--- src/hw/rtl/acs_pkg.sv ---
// Package for the admittance control step: widths, register indexes, reset values,
// sequencer types and the fixed-point saturation helpers.
// No dependencies.
package acs_pkg;

   localparam int DATA_W    = 32;
   localparam int FRAC_BITS = 16;
   localparam int GAIN_W    = 31;
   localparam int CSR_IDX_W = 3;
   localparam int PROD_W    = 2 * DATA_W;
   localparam int SHIFT_W   = PROD_W - FRAC_BITS;

   typedef enum logic [CSR_IDX_W-1:0] {
      CSR_CURRENT_BIAS    = 3'd0,
      CSR_TORQUE_CONSTANT = 3'd1,
      CSR_GEAR_RATIO      = 3'd2,
      CSR_INVERSE_MASS    = 3'd3,
      CSR_DAMPING         = 3'd4,
      CSR_TIME_STEP       = 3'd5,
      CSR_PROP_GAIN       = 3'd6,
      CSR_DERIV_GAIN      = 3'd7
   } csr_index_type;

   localparam logic [DATA_W-1:0] RST_CURRENT_BIAS    = 32'sd0;
   localparam logic [DATA_W-1:0] RST_TORQUE_CONSTANT = 32'sd65536;
   localparam logic [DATA_W-1:0] RST_GEAR_RATIO      = 32'sd65536;
   localparam logic [GAIN_W-1:0] RST_INVERSE_MASS    = 31'd65536;
   localparam logic [GAIN_W-1:0] RST_DAMPING         = 31'd0;
   localparam logic [GAIN_W-1:0] RST_TIME_STEP       = 31'd66;
   localparam logic [DATA_W-1:0] RST_PROP_GAIN       = 32'sd327680;
   localparam logic [DATA_W-1:0] RST_DERIV_GAIN      = 32'sd32768;

   typedef enum logic [1:0] {
      ST_IDLE,
      ST_RUN,
      ST_DONE
   } state_type;

   typedef enum logic [3:0] {
      STEP_DIFF,
      STEP_TAU_A,
      STEP_TAU_B,
      STEP_DAMP,
      STEP_NET,
      STEP_ACCEL,
      STEP_DVEL,
      STEP_VEL,
      STEP_DPOS,
      STEP_POS,
      STEP_ERR,
      STEP_PTERM,
      STEP_DTERM,
      STEP_CMD
   } step_type;

   function automatic logic step_is_mul(input step_type step);
      logic is_mul;
      case (step)
         STEP_TAU_A, STEP_TAU_B, STEP_DAMP, STEP_ACCEL,
         STEP_DVEL, STEP_DPOS, STEP_PTERM, STEP_DTERM: begin
            is_mul = 1'b1;
         end
         default: begin
            is_mul = 1'b0;
         end
      endcase
      return is_mul;
   endfunction

   function automatic logic step_is_sub(input step_type step);
      return (step == STEP_DIFF) || (step == STEP_NET) || (step == STEP_ERR);
   endfunction

   function automatic logic [DATA_W-1:0] sat_sum(input logic [DATA_W:0] v);
      logic [DATA_W-1:0] r;
      if (v[DATA_W] != v[DATA_W-1]) begin
         r = v[DATA_W] ? {1'b1, {(DATA_W-1){1'b0}}} : {1'b0, {(DATA_W-1){1'b1}}};
      end else begin
         r = v[DATA_W-1:0];
      end
      return r;
   endfunction

   function automatic logic [DATA_W-1:0] shift_sat(input logic [PROD_W-1:0] p);
      logic [SHIFT_W-1:0]        q;
      logic [SHIFT_W-DATA_W:0]   hi;
      logic [DATA_W-1:0]         r;
      q  = p[PROD_W-1:FRAC_BITS];
      hi = q[SHIFT_W-1:DATA_W-1];
      if ((&hi) || !(|hi)) begin
         r = q[DATA_W-1:0];
      end else begin
         r = q[SHIFT_W-1] ? {1'b1, {(DATA_W-1){1'b0}}} : {1'b0, {(DATA_W-1){1'b1}}};
      end
      return r;
   endfunction

endpackage

--- src/hw/rtl/admittance_control_step.sv ---
// Top level of the admittance control step: one shared multiplier and adder under a sequencer.
// Depends on acs_pkg.
//
//   Channel   Ports                        Payload (lowest bits first)
//   input     req_tvalid/req_tready/tdata  motor_current, joint_position
//   output    rsp_tvalid/rsp_tready/tdata  torque_command, external_torque,
//                                          model_position, model_velocity
//   config    csr_wen/csr_index/csr_wdata  eight registers, write only
//
// One transaction runs six add steps and eight multiply steps through the single 32x32
// multiplier, where each multiply step registers its product before writing the result,
// then loads the result register; a new request waits until the last one has finished.
// The next request is taken as soon as the result is loaded, while it still waits for
// rsp_tready. A result that is still waiting holds the block in its last step until it
// leaves. Reset clears the model state and restores the register defaults.
module admittance_control_step (
   input  logic         clock,
   input  logic         reset,
   input  logic         req_tvalid,
   output logic         req_tready,
   input  logic [63:0]  req_tdata,   // motor_current, joint_position
   output logic         rsp_tvalid,
   input  logic         rsp_tready,
   output logic [127:0] rsp_tdata,   // torque_command, external_torque, model_position,
                                     // model_velocity
   input  logic         csr_wen,
   input  logic [2:0]   csr_index,
   input  logic [31:0]  csr_wdata
);

   localparam int DW = acs_pkg::DATA_W;
   localparam int GW = acs_pkg::GAIN_W;

   acs_pkg::state_type state_ff, state_in;
   acs_pkg::step_type  step_ff, step_in;
   logic               phase_ff, phase_in;

   logic [DW-1:0] bias_ff, tconst_ff, gear_ff, kp_ff, kd_ff;
   logic [GW-1:0] imass_ff, damp_ff, dt_ff;

   logic [DW-1:0] cur_ff, cur_in, jp_ff, jp_in;
   logic [DW-1:0] vel_ff, vel_in, pos_ff, pos_in;
   logic [DW-1:0] tau_ff, tau_in, work_ff, work_in, temp_ff, temp_in;
   logic [acs_pkg::PROD_W-1:0] prod_ff, prod_in;

   logic          rsp_valid_ff, rsp_valid_in;
   logic [127:0]  rsp_data_ff, rsp_data_in;

   logic signed [DW-1:0]              op_a, op_b;
   logic signed [acs_pkg::PROD_W-1:0] prod_full;
   logic signed [DW:0]                sum_full;
   logic [DW-1:0]                     result;
   logic                              rsp_free;

   assign req_tready = (state_ff == acs_pkg::ST_IDLE);
   assign rsp_tvalid = rsp_valid_ff;
   assign rsp_tdata  = rsp_data_ff;
   assign rsp_free   = !rsp_valid_ff || rsp_tready;

   always_comb begin
      case (step_ff)
         acs_pkg::STEP_DIFF:  begin op_a = cur_ff;               op_b = bias_ff;              end
         acs_pkg::STEP_TAU_A: begin op_a = work_ff;              op_b = tconst_ff;            end
         acs_pkg::STEP_TAU_B: begin op_a = work_ff;              op_b = gear_ff;              end
         acs_pkg::STEP_DAMP:  begin op_a = {1'b0, damp_ff};      op_b = vel_ff;               end
         acs_pkg::STEP_NET:   begin op_a = tau_ff;               op_b = work_ff;              end
         acs_pkg::STEP_ACCEL: begin op_a = work_ff;              op_b = {1'b0, imass_ff};     end
         acs_pkg::STEP_DVEL:  begin op_a = work_ff;              op_b = {1'b0, dt_ff};        end
         acs_pkg::STEP_VEL:   begin op_a = vel_ff;               op_b = work_ff;              end
         acs_pkg::STEP_DPOS:  begin op_a = vel_ff;               op_b = {1'b0, dt_ff};        end
         acs_pkg::STEP_POS:   begin op_a = pos_ff;               op_b = work_ff;              end
         acs_pkg::STEP_ERR:   begin op_a = pos_ff;               op_b = jp_ff;                end
         acs_pkg::STEP_PTERM: begin op_a = kp_ff;                op_b = work_ff;              end
         acs_pkg::STEP_DTERM: begin op_a = kd_ff;                op_b = vel_ff;               end
         acs_pkg::STEP_CMD:   begin op_a = work_ff;              op_b = temp_ff;              end
         default:             begin op_a = work_ff;              op_b = temp_ff;              end
      endcase
   end

   assign prod_full = op_a * op_b;
   assign sum_full  = acs_pkg::step_is_sub(step_ff) ? op_a - op_b : op_a + op_b;
   assign result    = acs_pkg::step_is_mul(step_ff) ? acs_pkg::shift_sat(prod_ff)
                                                    : acs_pkg::sat_sum(sum_full);

   always_comb begin
      state_in     = state_ff;
      step_in      = step_ff;
      phase_in     = phase_ff;
      cur_in       = cur_ff;
      jp_in        = jp_ff;
      vel_in       = vel_ff;
      pos_in       = pos_ff;
      tau_in       = tau_ff;
      work_in      = work_ff;
      temp_in      = temp_ff;
      prod_in      = prod_ff;
      rsp_valid_in = rsp_valid_ff && !rsp_tready;
      rsp_data_in  = rsp_data_ff;

      case (state_ff)
         acs_pkg::ST_IDLE: begin
            if (req_tvalid) begin
               cur_in   = req_tdata[DW-1:0];
               jp_in    = req_tdata[2*DW-1:DW];
               step_in  = acs_pkg::STEP_DIFF;
               phase_in = 1'b0;
               state_in = acs_pkg::ST_RUN;
            end
         end
         acs_pkg::ST_RUN: begin
            if (acs_pkg::step_is_mul(step_ff) && !phase_ff) begin
               prod_in  = prod_full;
               phase_in = 1'b1;
            end else begin
               phase_in = 1'b0;
               case (step_ff)
                  acs_pkg::STEP_TAU_B: tau_in  = result;
                  acs_pkg::STEP_VEL:   vel_in  = result;
                  acs_pkg::STEP_POS:   pos_in  = result;
                  acs_pkg::STEP_DTERM: temp_in = result;
                  default:             work_in = result;
               endcase
               if (step_ff == acs_pkg::STEP_CMD) begin
                  state_in = acs_pkg::ST_DONE;
               end else begin
                  step_in = acs_pkg::step_type'(step_ff + 4'd1);
               end
            end
         end
         acs_pkg::ST_DONE: begin
            if (rsp_free) begin
               rsp_valid_in = 1'b1;
               rsp_data_in  = {vel_ff, pos_ff, tau_ff, work_ff};
               state_in     = acs_pkg::ST_IDLE;
            end
         end
         default: begin
            state_in = acs_pkg::ST_IDLE;
         end
      endcase
   end

   always_ff @(posedge clock) begin
      if (reset) begin
         state_ff     <= acs_pkg::ST_IDLE;
         step_ff      <= acs_pkg::STEP_DIFF;
         phase_ff     <= 1'b0;
         rsp_valid_ff <= 1'b0;
         vel_ff       <= '0;
         pos_ff       <= '0;
      end else begin
         state_ff     <= state_in;
         step_ff      <= step_in;
         phase_ff     <= phase_in;
         rsp_valid_ff <= rsp_valid_in;
         vel_ff       <= vel_in;
         pos_ff       <= pos_in;
      end
      cur_ff      <= cur_in;
      jp_ff       <= jp_in;
      tau_ff      <= tau_in;
      work_ff     <= work_in;
      temp_ff     <= temp_in;
      prod_ff     <= prod_in;
      rsp_data_ff <= rsp_data_in;
   end

   always_ff @(posedge clock) begin
      if (reset) begin
         bias_ff   <= acs_pkg::RST_CURRENT_BIAS;
         tconst_ff <= acs_pkg::RST_TORQUE_CONSTANT;
         gear_ff   <= acs_pkg::RST_GEAR_RATIO;
         imass_ff  <= acs_pkg::RST_INVERSE_MASS;
         damp_ff   <= acs_pkg::RST_DAMPING;
         dt_ff     <= acs_pkg::RST_TIME_STEP;
         kp_ff     <= acs_pkg::RST_PROP_GAIN;
         kd_ff     <= acs_pkg::RST_DERIV_GAIN;
      end else if (csr_wen) begin
         case (acs_pkg::csr_index_type'(csr_index))
            acs_pkg::CSR_CURRENT_BIAS:    bias_ff   <= csr_wdata;
            acs_pkg::CSR_TORQUE_CONSTANT: tconst_ff <= csr_wdata;
            acs_pkg::CSR_GEAR_RATIO:      gear_ff   <= csr_wdata;
            acs_pkg::CSR_INVERSE_MASS:    imass_ff  <= csr_wdata[GW-1:0];
            acs_pkg::CSR_DAMPING:         damp_ff   <= csr_wdata[GW-1:0];
            acs_pkg::CSR_TIME_STEP:       dt_ff     <= csr_wdata[GW-1:0];
            acs_pkg::CSR_PROP_GAIN:       kp_ff     <= csr_wdata;
            acs_pkg::CSR_DERIV_GAIN:      kd_ff     <= csr_wdata;
            default:                      kd_ff     <= kd_ff;
         endcase
      end
   end

endmodule

--- config.mk ---
export PLATFORM = sky130hd
export DESIGN_NAME = admittance_control_step
export DESIGN_NICKNAME = d
export VERILOG_FILES = /design/src/hw/rtl/acs_pkg.sv /design/src/hw/rtl/admittance_control_step.sv
export SDC_FILE = /design/constraint.sdc
export NUM_CORES = 2
export LEC_CHECK = 0
export BUFFER_PORTS_ARGS = -buffer_cell sky130_fd_sc_hd__buf_2
export CAP_MARGIN = 10
export CORE_UTILIZATION = 55
export DETAILED_ROUTE_END_ITERATION = 10
export PLACE_DENSITY = 0.8
export SYNTH_ARGS = -nofsm -noshare
export SYNTH_HDL_FRONTEND = slang
export SYNTH_SLANG_ARGS = --single-unit
--- constraint.sdc ---
create_clock -name clock -period 10.3 [get_ports clock]
set_input_delay 0.515 -clock clock [delete_from_list [all_inputs] [get_ports clock]]
set_output_delay 0.515 -clock clock [all_outputs]
set_load 0.05 [all_outputs]
* Yosys cells after proc, flatten, opt, wreduce, memory -nomap -nowiden *
Memory sizes are Yosys's and may differ from the RTL's. A register that Yosys moved wholly into a read port is not among the register bits.
Cells that the tools add are included.
W data, S select, Z words.

word-level totals
  flip-flop bits (word level) = 677
  ROM bits = 32
  input bits = 104
  output and inout bits = 130
  word-level logic and storage cells = 125
  memories = 2

cells by class
  $add $sub $neg = 3
  $mul = 1
  eq/ne operators = 28
  muxes and demuxes = 27
  bitwise operators = 2
  reduce and logical (&&, ||, !) cells = 41

memories
  memory            words  width  read ports  clocked after memory_dff  wr ports  line           source
  (name not given)  16     1      1           1                         0         acs_pkg.sv:58  case (step)
  (name not given)  16     1      1           1                         0         acs_pkg.sv:58

operators by type and width
  operator              number
  $pmux W32 S8          1
  $pmux W32 S7          1
  $mux W32              5
  $mul A32 B32 Y64      1
  $add A32 B32 Y33      1
  $mux W33              1
  $sub A32 B32 Y33      1
  $mux W4               7
  $eq A4 B4 Y1 const B  6
  $reduce_and A2 Y1     12
  $reduce_and A17 Y1    1
  $reduce_or A17 Y1     1
  $eq A4 B3 Y1 const B  4
  $reduce_and A3 Y1     5
  $eq A3 B3 Y1 const B  4
  $ne A2 B2 Y1 const B  5
  $eq A4 B2 Y1 const B  2
  $mux W2               4
  $pmux W4 S2           1
  $reduce_and A4 Y1     2
  $reduce_or A2 Y1      4
  $reduce_or A4 Y1      2
  $eq A3 B2 Y1 const B  2
  $pmux W2 S3           1
  16 further kinds      28

* Longest topological paths before layout *
  word-level depth = 8
  mapped depth = 44
  gate-level depth less buffers = 37

* Worst setup path after synthesis *
Ideal clock, no wire load.

  path kind = register to register
  start point = register step_ff[0]
  end point = register prod_ff[62] (netlist name), data pin
  setup time = 264 ps
  arrival = 9,749 ps
  required time = 10,036 ps
  slack = 287 ps
  stages on the path, launching flop included = 37
  buffers on the path = 7
  clock period less this slack = 10,013 ps
  cell sequence = dfxtp_1 -> inv_1 -> ha_1 -> clkbuf_1 -> nor3_1 -> o21ai_0 -> buf_2 -> buf_1 -> buf_1 -> clkbuf_1 -> buf_1 -> nor2_1 -> nor2_1 -> clkbuf_1 -> nand2_1 -> fa_1 -> fa_1 -> inv_1 -> fa_1 -> inv_1 -> fa_1 -> fa_1 -> inv_1 -> fa_1 -> inv_1 -> fa_1 -> inv_1 -> fa_1 -> ha_1 -> a21o_1 -> a21o_1 -> a21o_1 -> a21o_1 -> a21oi_1 -> o21bai_1 -> a221oi_1 -> xnor2_1

on the way
  cells in the longest elaborated chain, start to end = 4
  elaborated cells on any way between the ends = 21
  classes of those cells = mul (1); eq/ne (12); mux (2); reduce/logical (6)

ends and longest elaborated chain
  element                                                                line                            source
  start, declared                                                        admittance_control_step.sv:35   acs_pkg::step_type step_ff, step_in;
  start signal, assigned                                                 admittance_control_step.sv:146  step_ff <= acs_pkg::STEP_DIFF;
  start signal, assigned                                                 admittance_control_step.sv:153  step_ff <= step_in;
  $eq A4 B3 Y1, or another cell as far along                             admittance_control_step.sv:61   case (step_ff)
  $reduce_or A4 Y1 (no source line) or $reduce_or A2 Y1 (tied branches)  -
  $pmux W32 S8 or $pmux W32 S7 (tied branches)                           admittance_control_step.sv:61
  $mul A32 B32 Y64 *                                                     admittance_control_step.sv:80   assign prod_full = op_a * op_b;
  via prod_full, one bit                                                 admittance_control_step.sv:50   logic signed [acs_pkg::PROD_W-1:0] prod_full;
  end signal, assigned                                                   admittance_control_step.sv:164  prod_ff <= prod_in;
  end, declared                                                          admittance_control_step.sv:44   logic [acs_pkg::PROD_W-1:0] prod_ff, prod_in;

Mark *: on every way through the listed nets, which the timed path passes. The rest lies on a longest branch.
A chain may end at the register's enable or synchronous reset.

* Worst setup path in the final report *
  start point = register step_ff[1]
  end point = register tau_ff[14], data pin

on the way
  cells in the longest elaborated chain, start to end = 8
  elaborated cells on any way between the ends = 29
  classes of those cells = add/sub (2); eq/ne (13); mux (6); reduce/logical (8)

ends and longest elaborated chain
  element                                                                line                                          source
  $eq A4 B3 Y1, or another cell as far along                             acs_pkg.sv:71, admittance_control_step.sv:61
  $reduce_or A4 Y1 (no source line) or $reduce_or A2 Y1 (tied branches)  -
  $pmux W32 S8 or $pmux W32 S7 (tied branches)                           admittance_control_step.sv:61
  $add A32 B32 Y33 or $sub A32 B32 Y33 (tied branches)                   admittance_control_step.sv:81                 assign sum_full = acs_pkg::step_is_sub(step_ff) ? op_a - op_b : op_a + op_b;
  $mux W33 *                                                             admittance_control_step.sv:81
  $mux W32 or $ne A1 B1 Y1 (tied branches)                               acs_pkg.sv:77, acs_pkg.sv:76
  $mux W32 *                                                             acs_pkg.sv:76                                 if (v[DATA_W] != v[DATA_W-1]) begin
  $mux W32 *                                                             admittance_control_step.sv:82                 assign result = acs_pkg::step_is_mul(step_ff) ? acs_pkg::shift_sat(prod_ff)
  via result[14]                                                         admittance_control_step.sv:52                 logic [DW-1:0] result;
  end signal, assigned                                                   admittance_control_step.sv:161                tau_ff <= tau_in;
  end, declared                                                          admittance_control_step.sv:43                 logic [DW-1:0] tau_ff, tau_in, work_ff, work_in, temp_ff, temp_in;

Marked as above.

==> summary.md <==
| Metric | Value |
|---|---|
| Via count | around 54000 |
| DRT iter0 DRCs | 7027 |
| Critical path class | register to register |
| Max Cap Viol | 0 |
| CP arrival | 10.50 ns |
| Grt total ovfl | 0 |
| Worst EP required | 10.60 ns |
| Placed instance area | just under 70000 um2 |
| Flops & latches, synth | 662 |
| Worst path slowest cell | nor3_1 |
| Final Cycle Share | 0.990 |
| Slew Viols, Final | 0 |
| Hold_sp | req_tdata[22] |
| Placed Cells | around 8600 |
| Fin Setup TNS | 0 ns |
| Fin crit period | about 10 ns |
| Reg2reg start | step_ff[1] |
| FP Rows | 125 |
| DRT Wirelength | 229 mm |
| Cts hold-fix bufs | 0 |
| Clk sink count | roughly 660 |
| Syn_area_per_cell | 9.33 um2 |
| EDFF count, synth | 336 |
| Worst slew margin | 0.138 |
| Non-filler instance count after layout | 8714 |
| Flop-to-flop setup slack | 0.10 ns |
| Port Buf Inserts | 233 |
| Post-Synthesis Cell Area | 64600 um2 |
| Final setup fails | 0 |
| Worst path bufs/invs | 4 |
| Synthesized Nets | roughly 8300 |
| Count leader, synth | nand2_1 |
| Sequential fraction of the synthesis area | 0.257 |
| Worst slew pin tran | 1.29 ns |
| Minimum hold slack | 0.0521 ns |
| Largest delay share family, worst path | simple AND/OR/NAND/NOR gates |
| Clk Latency, worst-skew pair | around 0.64 ns |
| Antenna Nets Post-Route | 0 |
| Vias in the first global route | around 54000 |
| Share of cells above drive strength 1 | 0.115 |
| Netlist cell types | slightly below 100 |
| Reg-to-reg endpoint | tau_ff[14] |
| GRT Total Usage | 0.390 |
| Core Footprint | 116000 um2 |
| Vias/cell | 6.19 |
| Initial antenna violation count | 13 |
| CTS tree | yes |
| Max reg flops | ~130 |
| Commonest cells in the netlist | nand2_1, inv_1, fa_1 |
| Hold depth | 1 |
| CP Max Fanout | 36 |
| Yosys top cell by area | fa_1 |
| Worst hold-check path type | input port to register |
| Nets | 8536 |
| Root Buffer | clkbuf_16 |
| TritonRoute pass-1 iters | 9 |
| Post-Syn Instances | 6924 |
| Die area | 119000 um2 |
| Ports | 234 |
| Ys async rst share | 0 |
| Drt wl/cell | 26.2 um |
| Die W | 345 um |
| CP startpoint kind | register |
| FF-to-FF path depth | 31 |
| Delay of the slowest cell on the worst path | between 0.7 and 0.8 ns |
| Clock skew | 0.0239 ns |
| Crit-path most repeated cell | nand2_1 |
| Hold EP | cur_ff[22] |
| Initial Util | 0.555 |
| Die Ht | between 300 and 400 um |
| Yosys warning count | 0 |
| Clock buffer depth | 3 |
| Cts bufs inserted | 66 |
| Post-route design area | 71600 um2 |
| Status | finished clean |
| Largest net degree at the start of global routing | 122 |
| DP Wirelength | 177 mm |
| Clk slew on worst S/H paths | around 0.060 ns |
| Top cell type's share of synthesized area | 0.335 |
| Synth-to-layout area growth | 10.9% |
| H-tree Lvls | 3 |
| First-pass GRT wire length | 339 mm |
| Area contributors post-synth | fa_1, edfxtp_1, dfxtp_1 |
| Setup crit start | step_ff[1] |
| Fmax | 0.0980 GHz |
| Ys flop type | edfxtp_1 |
| Final Hold Viols | 0 |
| CP Capture Type | register |
| Gp weighted congestion | 1.07 |
| # DRC | 0 |
cells by family after synthesis:
kind of cell / Yosys count / synth area share
buffers and inverters: 1545 / 0.0913
muxes: 40 / 0.00641
DFF: 662 / 0.257
AOI/OAI and AO/OA: 1051 / 0.105
and+or+nand+nor: 2202 / 0.145
adders and majority gates: 1300 / 0.378
xor gates and xnor gates: 124 / 0.0169
per-layer routing:
metal | vias up | GRT usage | share of wire
met1 | 26609 | 0.499 | 0.35
met4 | 10 | 0.242 | 0.080
met5 | - | 0 | 0.00041
met2 | 3966 | 0.601 | 0.44
met3 | 990 | 0.0930 | 0.13
li1 | 22344 | - | -
worst reg2reg max path: cells and delay by family, from the launching register on:
kind                       cells  cell delay [ns]
AOI/OAI and AO/OA             10             2.73
DFF                            1             0.41
buffers and inverters          4             0.80
adders and majority gates      3             0.90
and+or+nand+nor               12             4.33
xor gates and xnor gates       2             0.70
cell type report:
type,instances,area (um2)
Fill cell,9646,44800
Sequential cell,662,16600
Multi-Input combinational cell,4718,42500
Tap cell,1524,1910
Inverter,1117,4220
Clock buffer,94,1910
Clock inverter,27,272
Antenna cell,5,12.5
Timing Repair Buffer,567,4200
placed cells by master (no fill, tap or decap), types with 68 or more instances in the layout:
master	instances
dfxtp_1	322
o21ai_0	68
fa_1	1081
buf_4	287
a22oi_1	69
nand2_1	1150
nand3b_1	77
clkbuf_16	70
buf_2	232
xnor2_1	103
nor2_1	640
a21oi_1	438
ha_1	215
edfxtp_1	336
inv_1	1093
how the worst max path moves through the flow:
stage / cells past startpoint / slack, ns / end
2_1_floorplan: 36 / 0.29 / prod_ff[62]
3_3_place_gp: 31 / -0.06 / prod_ff[63]
3_5_place_dp: 35 / -0.15 / prod_ff[63]
4_1_cts: 34 / 0.08 / prod_ff[59]
5_1_grt: 39 / -0.01 / prod_ff[49]
6_report: 31 / 0.10 / tau_ff[14]
metrics by stage:
step | util | worst slack, ns
after global placement | 0.593 | -0.0568
after CTS | 0.612 | 0.0756
final | 0.615 | 0.100
after detailed placement | 0.593 | -0.154
after floorplan | - | 0.287
after global routing | 0.615 | -0.0144
repair_timing:
action	in CTS	in global routing
resized for setup	3	67
pin swaps	1	9
setup endpoints to repair	4	12
cloned	0	1
setup buffers	4	16
Power is left out: the tool's default activity adds up to more than one toggle a clock period on the data nets, which glitch-free logic cannot reach.
